`src/hpf_nonpreemptive_scheduler_assert.svh`:
```
// Assertion macros shared by the scheduler modules.
// Needs nothing else; each module that checks itself includes this header.
`ifndef HPF_NONPREEMPTIVE_SCHEDULER_ASSERT_SVH
`define HPF_NONPREEMPTIVE_SCHEDULER_ASSERT_SVH

// The consequent must hold in the same cycle as the antecedent.
`define HPF_ASSERT_SAME(label, clk, rst, ante, cons) \
  label: assert property (@(posedge clk) disable iff (rst) (ante) |-> (cons)) \
    else $error("hpf scheduler check failed");

// The consequent must hold in the cycle after the antecedent.
`define HPF_ASSERT_NEXT(label, clk, rst, ante, cons) \
  label: assert property (@(posedge clk) disable iff (rst) (ante) |=> (cons)) \
    else $error("hpf scheduler check failed");

`endif

```
`src/hpf_pkg.sv`:
```
// Shared types and constants of the priority scheduler.
// No dependencies; every module of the block imports this package.
package hpf_pkg;

  // Opcode values of an input item.
  localparam logic OP_ARRIVE = 1'b0;
  localparam logic OP_TICK   = 1'b1;

  // One scheduling quantum in tenths.
  localparam logic [6:0] QUANTUM = 7'd10;

  // Input item.
  typedef struct packed {
    logic        opcode;
    logic [7:0]  job_id;
    logic [2:0]  job_priority;
    logic [6:0]  run_time;
    logic [15:0] arrival_time;
  } item_t;

  // Result item.
  typedef struct packed {
    logic        dropped;
    logic        busy_res;
    logic [7:0]  running_id;
    logic        started;
    logic        completed;
    logic [12:0] finish_tick;
    logic [15:0] turnaround;
    logic [15:0] waiting;
  } result_t;

  // One queued job.
  typedef struct packed {
    logic [7:0]  id;
    logic [6:0]  run;
    logic [15:0] arr;
  } entry_t;

  // Decision record handed from the queue control to the result stage.
  typedef struct packed {
    logic        dropped;
    logic        busy;
    logic        started;
    logic        completed;
    entry_t      job;
    logic [12:0] fin;
    logic [16:0] fin_t;
  } stage_t;

endpackage

```
`src/hpf_result.sv`:
```
// Result stage: holds one decision record, merges the fetched job and
// computes the timing figures into the output register. Depends on hpf_pkg.
`include "hpf_nonpreemptive_scheduler_assert.svh"
module hpf_result
  import hpf_pkg::*;
(
  input  logic    clk,
  input  logic    rst,
  input  logic    load,
  input  stage_t  stage,
  input  entry_t  fetched,
  output logic    take_ok,
  output logic    res_valid,
  input  logic    res_stall,
  output result_t res
);

  logic        s1_valid;
  stage_t      s1;
  logic        move;
  entry_t      src;
  logic        done;
  logic [16:0] ta_full;
  logic [15:0] ta;
  logic [15:0] wt;
  result_t     res_next;

  // The record moves on when the output register is empty or being taken.
  assign move    = s1_valid && (!res_valid || !res_stall);
  assign take_ok = !s1_valid || move;

  // Decision record occupancy.
  always_ff @(posedge clk) begin
    if (rst) begin
      s1_valid <= 1'b0;
    end else if (load) begin
      s1_valid <= 1'b1;
    end else if (move) begin
      s1_valid <= 1'b0;
    end
  end

  always_ff @(posedge clk) begin
    if (load) begin
      s1 <= stage;
    end
  end

  // A job picked on this item comes from the store read port.
  always_comb begin
    src  = s1.started ? fetched : s1.job;
    done = s1.started ? (fetched.run <= QUANTUM) : s1.completed;
  end

  // Turnaround and waiting, both saturating at zero.
  always_comb begin
    ta_full = (s1.fin_t > {1'b0, src.arr}) ? (s1.fin_t - {1'b0, src.arr}) : 17'd0;
    ta      = ta_full[15:0];
    wt      = (ta > {9'b0, src.run}) ? (ta - {9'b0, src.run}) : 16'd0;
  end

  always_comb begin
    res_next             = '0;
    res_next.dropped     = s1.dropped;
    res_next.busy_res    = s1.busy;
    res_next.started     = s1.started;
    res_next.running_id  = s1.busy ? src.id : 8'd0;
    res_next.completed   = s1.busy && done;
    if (s1.busy && done) begin
      res_next.finish_tick = s1.fin;
      res_next.turnaround  = ta;
      res_next.waiting     = wt;
    end
  end

  // Output register.
  always_ff @(posedge clk) begin
    if (rst) begin
      res_valid <= 1'b0;
    end else if (move) begin
      res_valid <= 1'b1;
    end else if (!res_stall) begin
      res_valid <= 1'b0;
    end
  end

  always_ff @(posedge clk) begin
    if (move) begin
      res <= res_next;
    end
  end

  `HPF_ASSERT_NEXT(a_record_holds, clk, rst, s1_valid && !move && !load, s1_valid && $stable(s1))
  `HPF_ASSERT_SAME(a_done_when_busy, clk, rst, res_valid && res.completed, res.busy_res)

endmodule

```
`config.mk`:
```
export PLATFORM = sky130hd
export DESIGN_NAME = hpf_result
export DESIGN_NICKNAME = d
export VERILOG_FILES = /design/src/hpf_pkg.sv /design/src/hpf_result.sv
export VERILOG_INCLUDE_DIRS = /design/src /design/src/src
export SDC_FILE = /design/constraint.sdc
export NUM_CORES = 1
export LEC_CHECK = 0
export BUFFER_PORTS_ARGS = -buffer_cell sky130_fd_sc_hd__buf_2
export CAP_MARGIN = 20
export CORE_MARGIN = 5
export CORE_UTILIZATION = 53
export DETAILED_ROUTE_END_ITERATION = 7
export PLACE_DENSITY = 0.81
export SLEW_MARGIN = 20
export SYNTH_ARGS = -nofsm -noshare
export SYNTH_HDL_FRONTEND = slang
export SYNTH_SLANG_ARGS = --single-unit
```
`constraint.sdc`:
```
create_clock -name clk -period 7.7 [get_ports clk]
set_input_delay 0.77 -clock clk [delete_from_list [all_inputs] [get_ports clk]]
set_output_delay 0.77 -clock clk [all_outputs]
set_load 0.05 [all_outputs]
```
==> flow_metrics.py, run 1 <==
metrics = {
    "clock_tree": {
        "cts_buffer_depth": 2,
        "postCtsHoldBufs": 0,
        "cts_buffers": 17,
        "cts_tree": "yes",
        "htreeDepth": 4,
        "cts-root-buf": "clkbuf_8",
        "post_cts_buffers": 0,
        "clkTransAtPathRegs_ns": 0.06,
        "clkSinkCount": 124,
        "ctsResizeCount": 0,
        "clkLatencyLatePin_ns": 0.52,
    },
    "floorplan": {
        "initial_core_util_pct": 54.0,
        "dieArea_sq_um": 13300,
        "core-area_sq_um": 10800,
        "ios": 159,
        "die-width_microns": 115,
        "rows": 38,
        "chipHeight_microns": 115,
    },
    "layout": {
        "fillers": 783,
        "diodes": 0,
        "drive_above_1_share_pct": 33.4,
        "fin_nets": 726,
        "stdcell_area_sq_um": 7380,
        "final_common_cell": "buf_2",
        "stdcell_count": 754,
        "synthToLayoutAreaGrowth_pct": 26.0,
        "utilization_pct": 68.1,
        "mostFrequentLayoutCells": "buf_2, edfxtp_1, nor2_1",
    },
    "timing": {
        "finalSetupTns_ns": 0,
        "whs_ns": 0.419,
        "setup_viol": 0,
        "finalHoldViolations": 0,
        "finalCritPeriodShare_pct": 75.1,
        "skew_ns": 0.00920,
        "tightest_slew_ns": 1.07,
        "drv_slew": 0,
        "layout_min_cycle_time_ns": 5.79,
        "relSlewSlack_pct": 28.8,
        "rsz0062_at_grt": "false",
        "max_freq_mhz": 173,
    },
    "yosys": {
        "synth.net_count": 560,
        "avgSynthCellArea_sq_um": 13.5,
        "synth_area_sq_um": 5860,
        "synth_warnings": 0,
        "synth_edf_count": 122,
        "synthesis.instances": 435,
        "synthFlopType": "edfxtp_1",
        "yosysSeqAreaShare_pct": 63.2,
        "synth_cell_types": 54,
        "synthArstFlopShare_pct": 0,
        "synth_seq_cells": 124,
    },
    "place": {
        "dpl.hpwl_mm": 9.65,
        "place_area_sq_um": 6800,
        "gp_congestion": 0.897,
        "portBuffers": 158,
        "dp_cells": 722,
    },
    "route": {
        "dr.first_iter.drc_count": 224,
        "viasPerCell": 5.35,
        "drc": 0,
        "wl_mm": 13.1,
        "wire_per_inst_microns": 17.3,
        "first_pass_iters": 5,
        "drtAntennaViolNets": 0,
        "vias": 4036,
    },
    "setup_path": {
        "reg2reg_slack_ns": 1.91,
        "r2r_cells": 18,
        "critPathLaunch": "res_next[46]",
        "reg2reg_from": "res_next[46]",
        "worstPathRequired_ns": 7.93,
        "worstSetupEndpoint": "res[15]",
        "critPathKind": "reg -> reg",
        "cp-end-kind": "flop",
        "worstPathMaxFanout": 20,
        "arrival_ns": 6.02,
        "start_kind": "flop",
        "r2r-end": "res[15]",
    },
    "min_path": {
        "min_path_cells": 2,
        "hold_path.class": "in -> reg",
    },
    "grt": {
        "grt_usage_pct": 20.1,
        "grt_overflow": 0,
        "grt_max_degree": 67,
        "antenna_found_initial": 0,
        "grt_pass1_wl_mm": 20.4,
        "grt_pass1_vias": 4162,
    },
    "power_and_ir_drop": {
        "power_density_nw_per_um2": 282,
        "leakage_nw": 3.05,
        "irDropWorstVdd_mv": 0.153,
    },
    "job": {
        "drv_cap": 0,
    },
    "outcome": {
        "run_status": "finished clean",
    },
}
## where the power goes
part / total, mW / switching, mW / internal (mW)
Clock: 0.766 / 0.301 / 0.465
Sequential: 0.818 / 0.0181 / 0.800
Combinational: 0.500 / 0.317 / 0.183
Total: 2.08 / 0.636 / 1.45
## Yosys cell counts (2+ instances only)
library cell  instances  area [sq um]
edfxtp_1            122          3660
nor2_1               32           120
mux2i_1              30           300
ha_1                 23           288
a21oi_1              19          95.1
and2_1               19           119
nor2b_1              19           119
nand2_1              16          60.1
inv_1                13          48.8
nor3_1               11          55.1
o21ai_0              11          55.1
xnor2_1              11          96.3
a21o_1               10          75.1
clkbuf_1             10          37.5
and3_1                7          43.8
nand3_1               6          30.0
nand4_1               6          37.5
o211ai_1              5          37.5
o21a_1                5          37.5
o21ai_1               5          25.0
xor2_1                5          43.8
a211o_1               3          26.3
buf_1                 3          11.3
or3_1                 3          18.8
a211oi_1              2          15.0
a211oi_2              2          25.0
a21oi_2               2          17.5
a31oi_1               2          12.5
and4_1                2          17.5
dfxtp_1               2          40.0
fa_1                  2          40.0
mux2_2                2          22.5
nand2b_1              2          12.5
o21bai_1              2          15.0
or2_2                 2          12.5
## state kept, by name (all words and copies together), names as in the netlist
| signal | cells |
|---|---|
| res | 57 |
| s1_valid | 1 |
| s1 | 62 |
| res_next | 3 |
| res_valid | 1 |
## logic make-up after synthesis
group                      count (synthesis)  synth area share, %
and+or+nand+nor                          129                 11.6
DFF                                      124                 63.2
muxes                                     32                 5.51
xor gates and xnor gates                  16                 2.39
AOI/OAI and AO/OA                         81                 9.79
buffers and inverters                     28                 1.88
adders and majority gates                 25                 5.60
## worst max-delay path: stages, from the launching register on
cell,delay (ns)
edfxtp_1,1.05
buf_4,0.41
mux2i_1,0.24
ha_1,0.32
a21o_1,0.21
a211o_1,0.29
a41o_1,0.20
a31o_1,0.21
nand2_1,0.37
nor2_1,0.15
ha_1,0.35
nor2b_1,0.15
o21a_1,0.17
o21ai_0,0.21
a21oi_1,0.17
o21ai_0,0.14
nand2b_1,0.12
o311ai_4,0.58
nor4_1,0.15
## final cells by class
cell class	instances	area, sq um	area share [%]
Sequential cell	124	3700	50.2
Inverter	13	48.8	0.661
Clock buffer	17	414	5.61
Multi-Input combinational cell	283	2050	27.8
Timing Repair Buffer	162	821	11.1
Clock inverter	15	161	2.19
Tap cell	140	175	2.37
## worst min path at each step
stage	startpoint	endpoint	slack, ns
floorplan	res_next[56]	res[56]	0.40
global placement	res_next[56]	res[56]	0.40
detailed placement	res_next[56]	res[56]	0.41
CTS	rst	s1_valid	0.40
global route	stage[17]	s1[17]	0.40
finish	rst	s1_valid	0.42
## metal layers
layer	up-vias	GRT usage, %	routed length, microns
li1	1981	-	-
met5	-	0	0
met1	1882	24.9	5350
met2	154	33.9	6670
met4	0	7.20	206
met3	19	5.42	858
## stage by stage
stage               power (mW)  setup WS, ns
finish                    2.08          1.91
global route              2.18          1.49
CTS                       2.09          1.90
detailed placement        1.32          1.93
global placement          1.32          2.12
floorplan                 1.20          2.10
(Power assumes the default switching activity.)
==> inputs of run 2 (changes only) <==
--- a/config.mk
+++ b/config.mk
@@ -6,12 +6,13 @@
 export SDC_FILE = /design/constraint.sdc
 export NUM_CORES = 1
 export LEC_CHECK = 0
+export ABC_AREA = 1
 export BUFFER_PORTS_ARGS = -buffer_cell sky130_fd_sc_hd__buf_2
 export CAP_MARGIN = 20
 export CORE_MARGIN = 5
-export CORE_UTILIZATION = 53
+export CORE_UTILIZATION = 48
 export DETAILED_ROUTE_END_ITERATION = 7
-export PLACE_DENSITY = 0.81
+export PLACE_DENSITY = 0.76
 export SLEW_MARGIN = 20
 export SYNTH_ARGS = -nofsm -noshare
 export SYNTH_HDL_FRONTEND = slang
==> constraint.sdc (replaced) <==
create_clock -name clk -period 5.12 [get_ports clk]
set_input_delay 0.512 -clock clk [delete_from_list [all_inputs] [get_ports clk]]
set_output_delay 0.512 -clock clk [all_outputs]
set_load 0.05 [all_outputs]
==> run 2 against run 1 <==
Largest power group is now the clock network. Critical endpoint is now res[11]. Highest routed layer unchanged. Flip-flop and latch count stayed put. Sequential power rose by 49%. Critical path depth rose by 3.
==> flow_metrics.py, run 2 <==
metrics = {
    "min_path": {
        "hold_path.class": "in -> reg",
        "hold_start": "stage[12]",
        "min_path_cells": 1,
        "hold_end": "s1[12]",
    },
    "place": {
        "portBuffers": 158,
        "place_area_sq_um": 7210,
        "gp_congestion": 0.878,
        "dp_worst_setup_slack_ns": 0.527,
        "dpl.hpwl_mm": 10.7,
    },
    "clock_tree": {
        "postCtsHoldBufs": 0,
        "clkTransAtPathRegs_ns": 0.06,
        "clkLatencyLatePin_ns": 0.42,
        "cts_buffer_depth": 2,
        "cts_buffers": 17,
        "ctsResizeCount": 0,
        "post_cts_buffers": 0,
        "cts_tree": "yes",
        "cts-root-buf": "clkbuf_16",
        "htreeDepth": 4,
        "clkSinkCount": 124,
    },
    "route": {
        "wire_per_inst_microns": 14.5,
        "first_pass_iters": 5,
        "vias": 4561,
        "viasPerCell": 4.80,
        "wl_mm": 13.8,
        "drtAntennaViolNets": 0,
        "dr.first_iter.drc_count": 284,
        "drc": 0,
    },
    "yosys": {
        "avgSynthCellArea_sq_um": 10.4,
        "synth_warnings": 0,
        "synth_top_area_share_pct": 59.0,
        "synthArstFlopShare_pct": 0,
        "synth_most_common_cell": "nand2_1",
        "synth.net_count": 721,
        "synth_area_sq_um": 6210,
        "synth_top_area_cell": "edfxtp_1",
        "synth_seq_cells": 124,
        "synthesis.instances": 596,
        "yosysSeqAreaShare_pct": 59.6,
        "synth_area_leaders": "edfxtp_1, nand2_1, inv_1",
        "synth_common_cells": "nand2_1, edfxtp_1, inv_1",
        "synthFlopType": "edfxtp_1",
        "synth_cell_types": 38,
        "synth_edf_count": 122,
    },
    "timing": {
        "relSlewSlack_pct": 39.2,
        "finalSetupTns_ns": 0,
        "max_freq_mhz": 216,
        "skew_ns": 0.00850,
        "whs_ns": 0.265,
        "tightest_slew_ns": 0.911,
        "timing.final.ws_setup_ns": 0.482,
        "drv_slew": 0,
        "rsz0062_at_grt": "false",
        "finalHoldViolations": 0,
        "layout_min_cycle_time_ns": 4.64,
        "setup_viol": 0,
        "finalCritPeriodShare_pct": 90.6,
    },
    "floorplan": {
        "chipHeight_microns": 124,
        "ios": 159,
        "core-area_sq_um": 12700,
        "dieArea_sq_um": 15300,
        "initial_core_util_pct": 49.0,
        "die-width_microns": 124,
        "rows": 41,
    },
    "power_and_ir_drop": {
        "irDropWorstVdd_mv": 0.274,
        "power_density_nw_per_um2": 416,
        "leakage_nw": 3.63,
    },
    "layout": {
        "mostFrequentLayoutCells": "buf_2, nand2_1, edfxtp_1",
        "synthToLayoutAreaGrowth_pct": 25.8,
        "drive_above_1_share_pct": 30.0,
        "largest_reg_flops": 62,
        "regMostFlops": "s1",
        "final_common_cell": "buf_2",
        "diodes": 0,
        "stdcell_area_sq_um": 7810,
        "fin_nets": 892,
        "fillers": 1038,
    },
    "grt": {
        "grt_max_degree": 67,
        "grt_overflow": 0,
        "grt_usage_pct": 18.6,
        "grt_pass1_wl_mm": 21.6,
        "grt_pass1_vias": 4503,
        "antenna_found_initial": 0,
    },
    "setup_path": {
        "reg2reg_slack_ns": 0.48,
        "r2r-end": "res[11]",
        "reg2reg_from": "res_next[46]",
        "arrival_ns": 4.89,
        "worstPathMaxFanout": 35,
        "r2r_cells": 21,
        "start_kind": "flop",
        "cp-end-kind": "flop",
        "critPathLaunch": "res_next[46]",
        "worstPathRequired_ns": 5.37,
        "critPathKind": "reg -> reg",
    },
    "outcome": {
        "run_status": "finished clean",
    },
    "job": {
        "drv_cap": 0,
    },
}
==> run 2: power by group <==
| group | switching (mW) | leakage (nW) | internal (mW) |
|---|---|---|---|
| logic | 0.543 | 2.13 | 0.260 |
| clock network | 0.421 | 0.291 | 0.808 |
| registers | 0.0199 | 1.21 | 1.20 |
| total | 0.983 | 3.63 | 2.27 |
==> run 2: worst max-delay path by stage <==
stage	to	depth (start not counted)
after floorplan	res[13]	26
after CTS	res[11]	21
after global placement	res[13]	22
after global routing	res[9]	21
final	res[11]	21
after detailed placement	res[11]	21
==> run 2: critical path: stages (launching register included) <==
cell	delay, ns
edfxtp_1	0.33
buf_4	0.40
mux2i_1	0.16
ha_1	0.42
nand2_1	0.14
inv_2	0.08
nand2_1	0.09
nor3b_2	0.18
nand2_2	0.08
nand2_4	0.13
nand2_4	0.14
or2_2	0.33
ha_1	0.24
fa_1	0.41
o21a_1	0.24
o21ai_0	0.29
a21oi_1	0.16
nand2_2	0.12
nand2_1	0.06
nand3_2	0.09
nand2_4	0.15
a21oi_1	0.20
==> run 2: kinds of logic (layout without fill, tap and decap cells) <==
group	Yosys count	after routing	synth area share, %
mux	17	17	2.74
flops	124	124	59.6
fa+ha+maj	25	25	5.28
xor+xnor	9	9	1.27
buf+inv	97	280	6.00
compound gates	48	48	4.25
simple gates	276	276	20.8
==> run 2: cell type report <==
class	instances	area [sq um]	share of cell area [%]
Sequential cell	124	3700	47.4
Multi-Input combinational cell	375	2140	27.4
Timing Repair Buffer	162	821	10.5
Clock buffer	19	433	5.54
Inverter	87	327	4.18
Tap cell	172	215	2.75
Clock inverter	12	171	2.19
==> run 2: metrics by stage <==
| stage | instances | util [%] | total power [mW] |
|---|---|---|---|
| after global routing | 951 | 61.7 | 3.42 |
| after floorplan | 596 | - | 1.83 |
| after detailed placement | 920 | 56.9 | 2.04 |
| final | 951 | 61.7 | 3.25 |
| after global placement | 920 | 56.9 | 2.02 |
| after CTS | 951 | 61.7 | 3.27 |
==> run 2: layer usage <==
layer	track usage, %	wire [microns]	part of all wire (%)	vias to the layer above
li1	-	-	-	2335
met1	23.5	5950	43	2061
met2	30.2	6740	49	146
met3	5.09	803	5.8	19
met4	8.10	274	2.0	0
met5	0	0	0	-
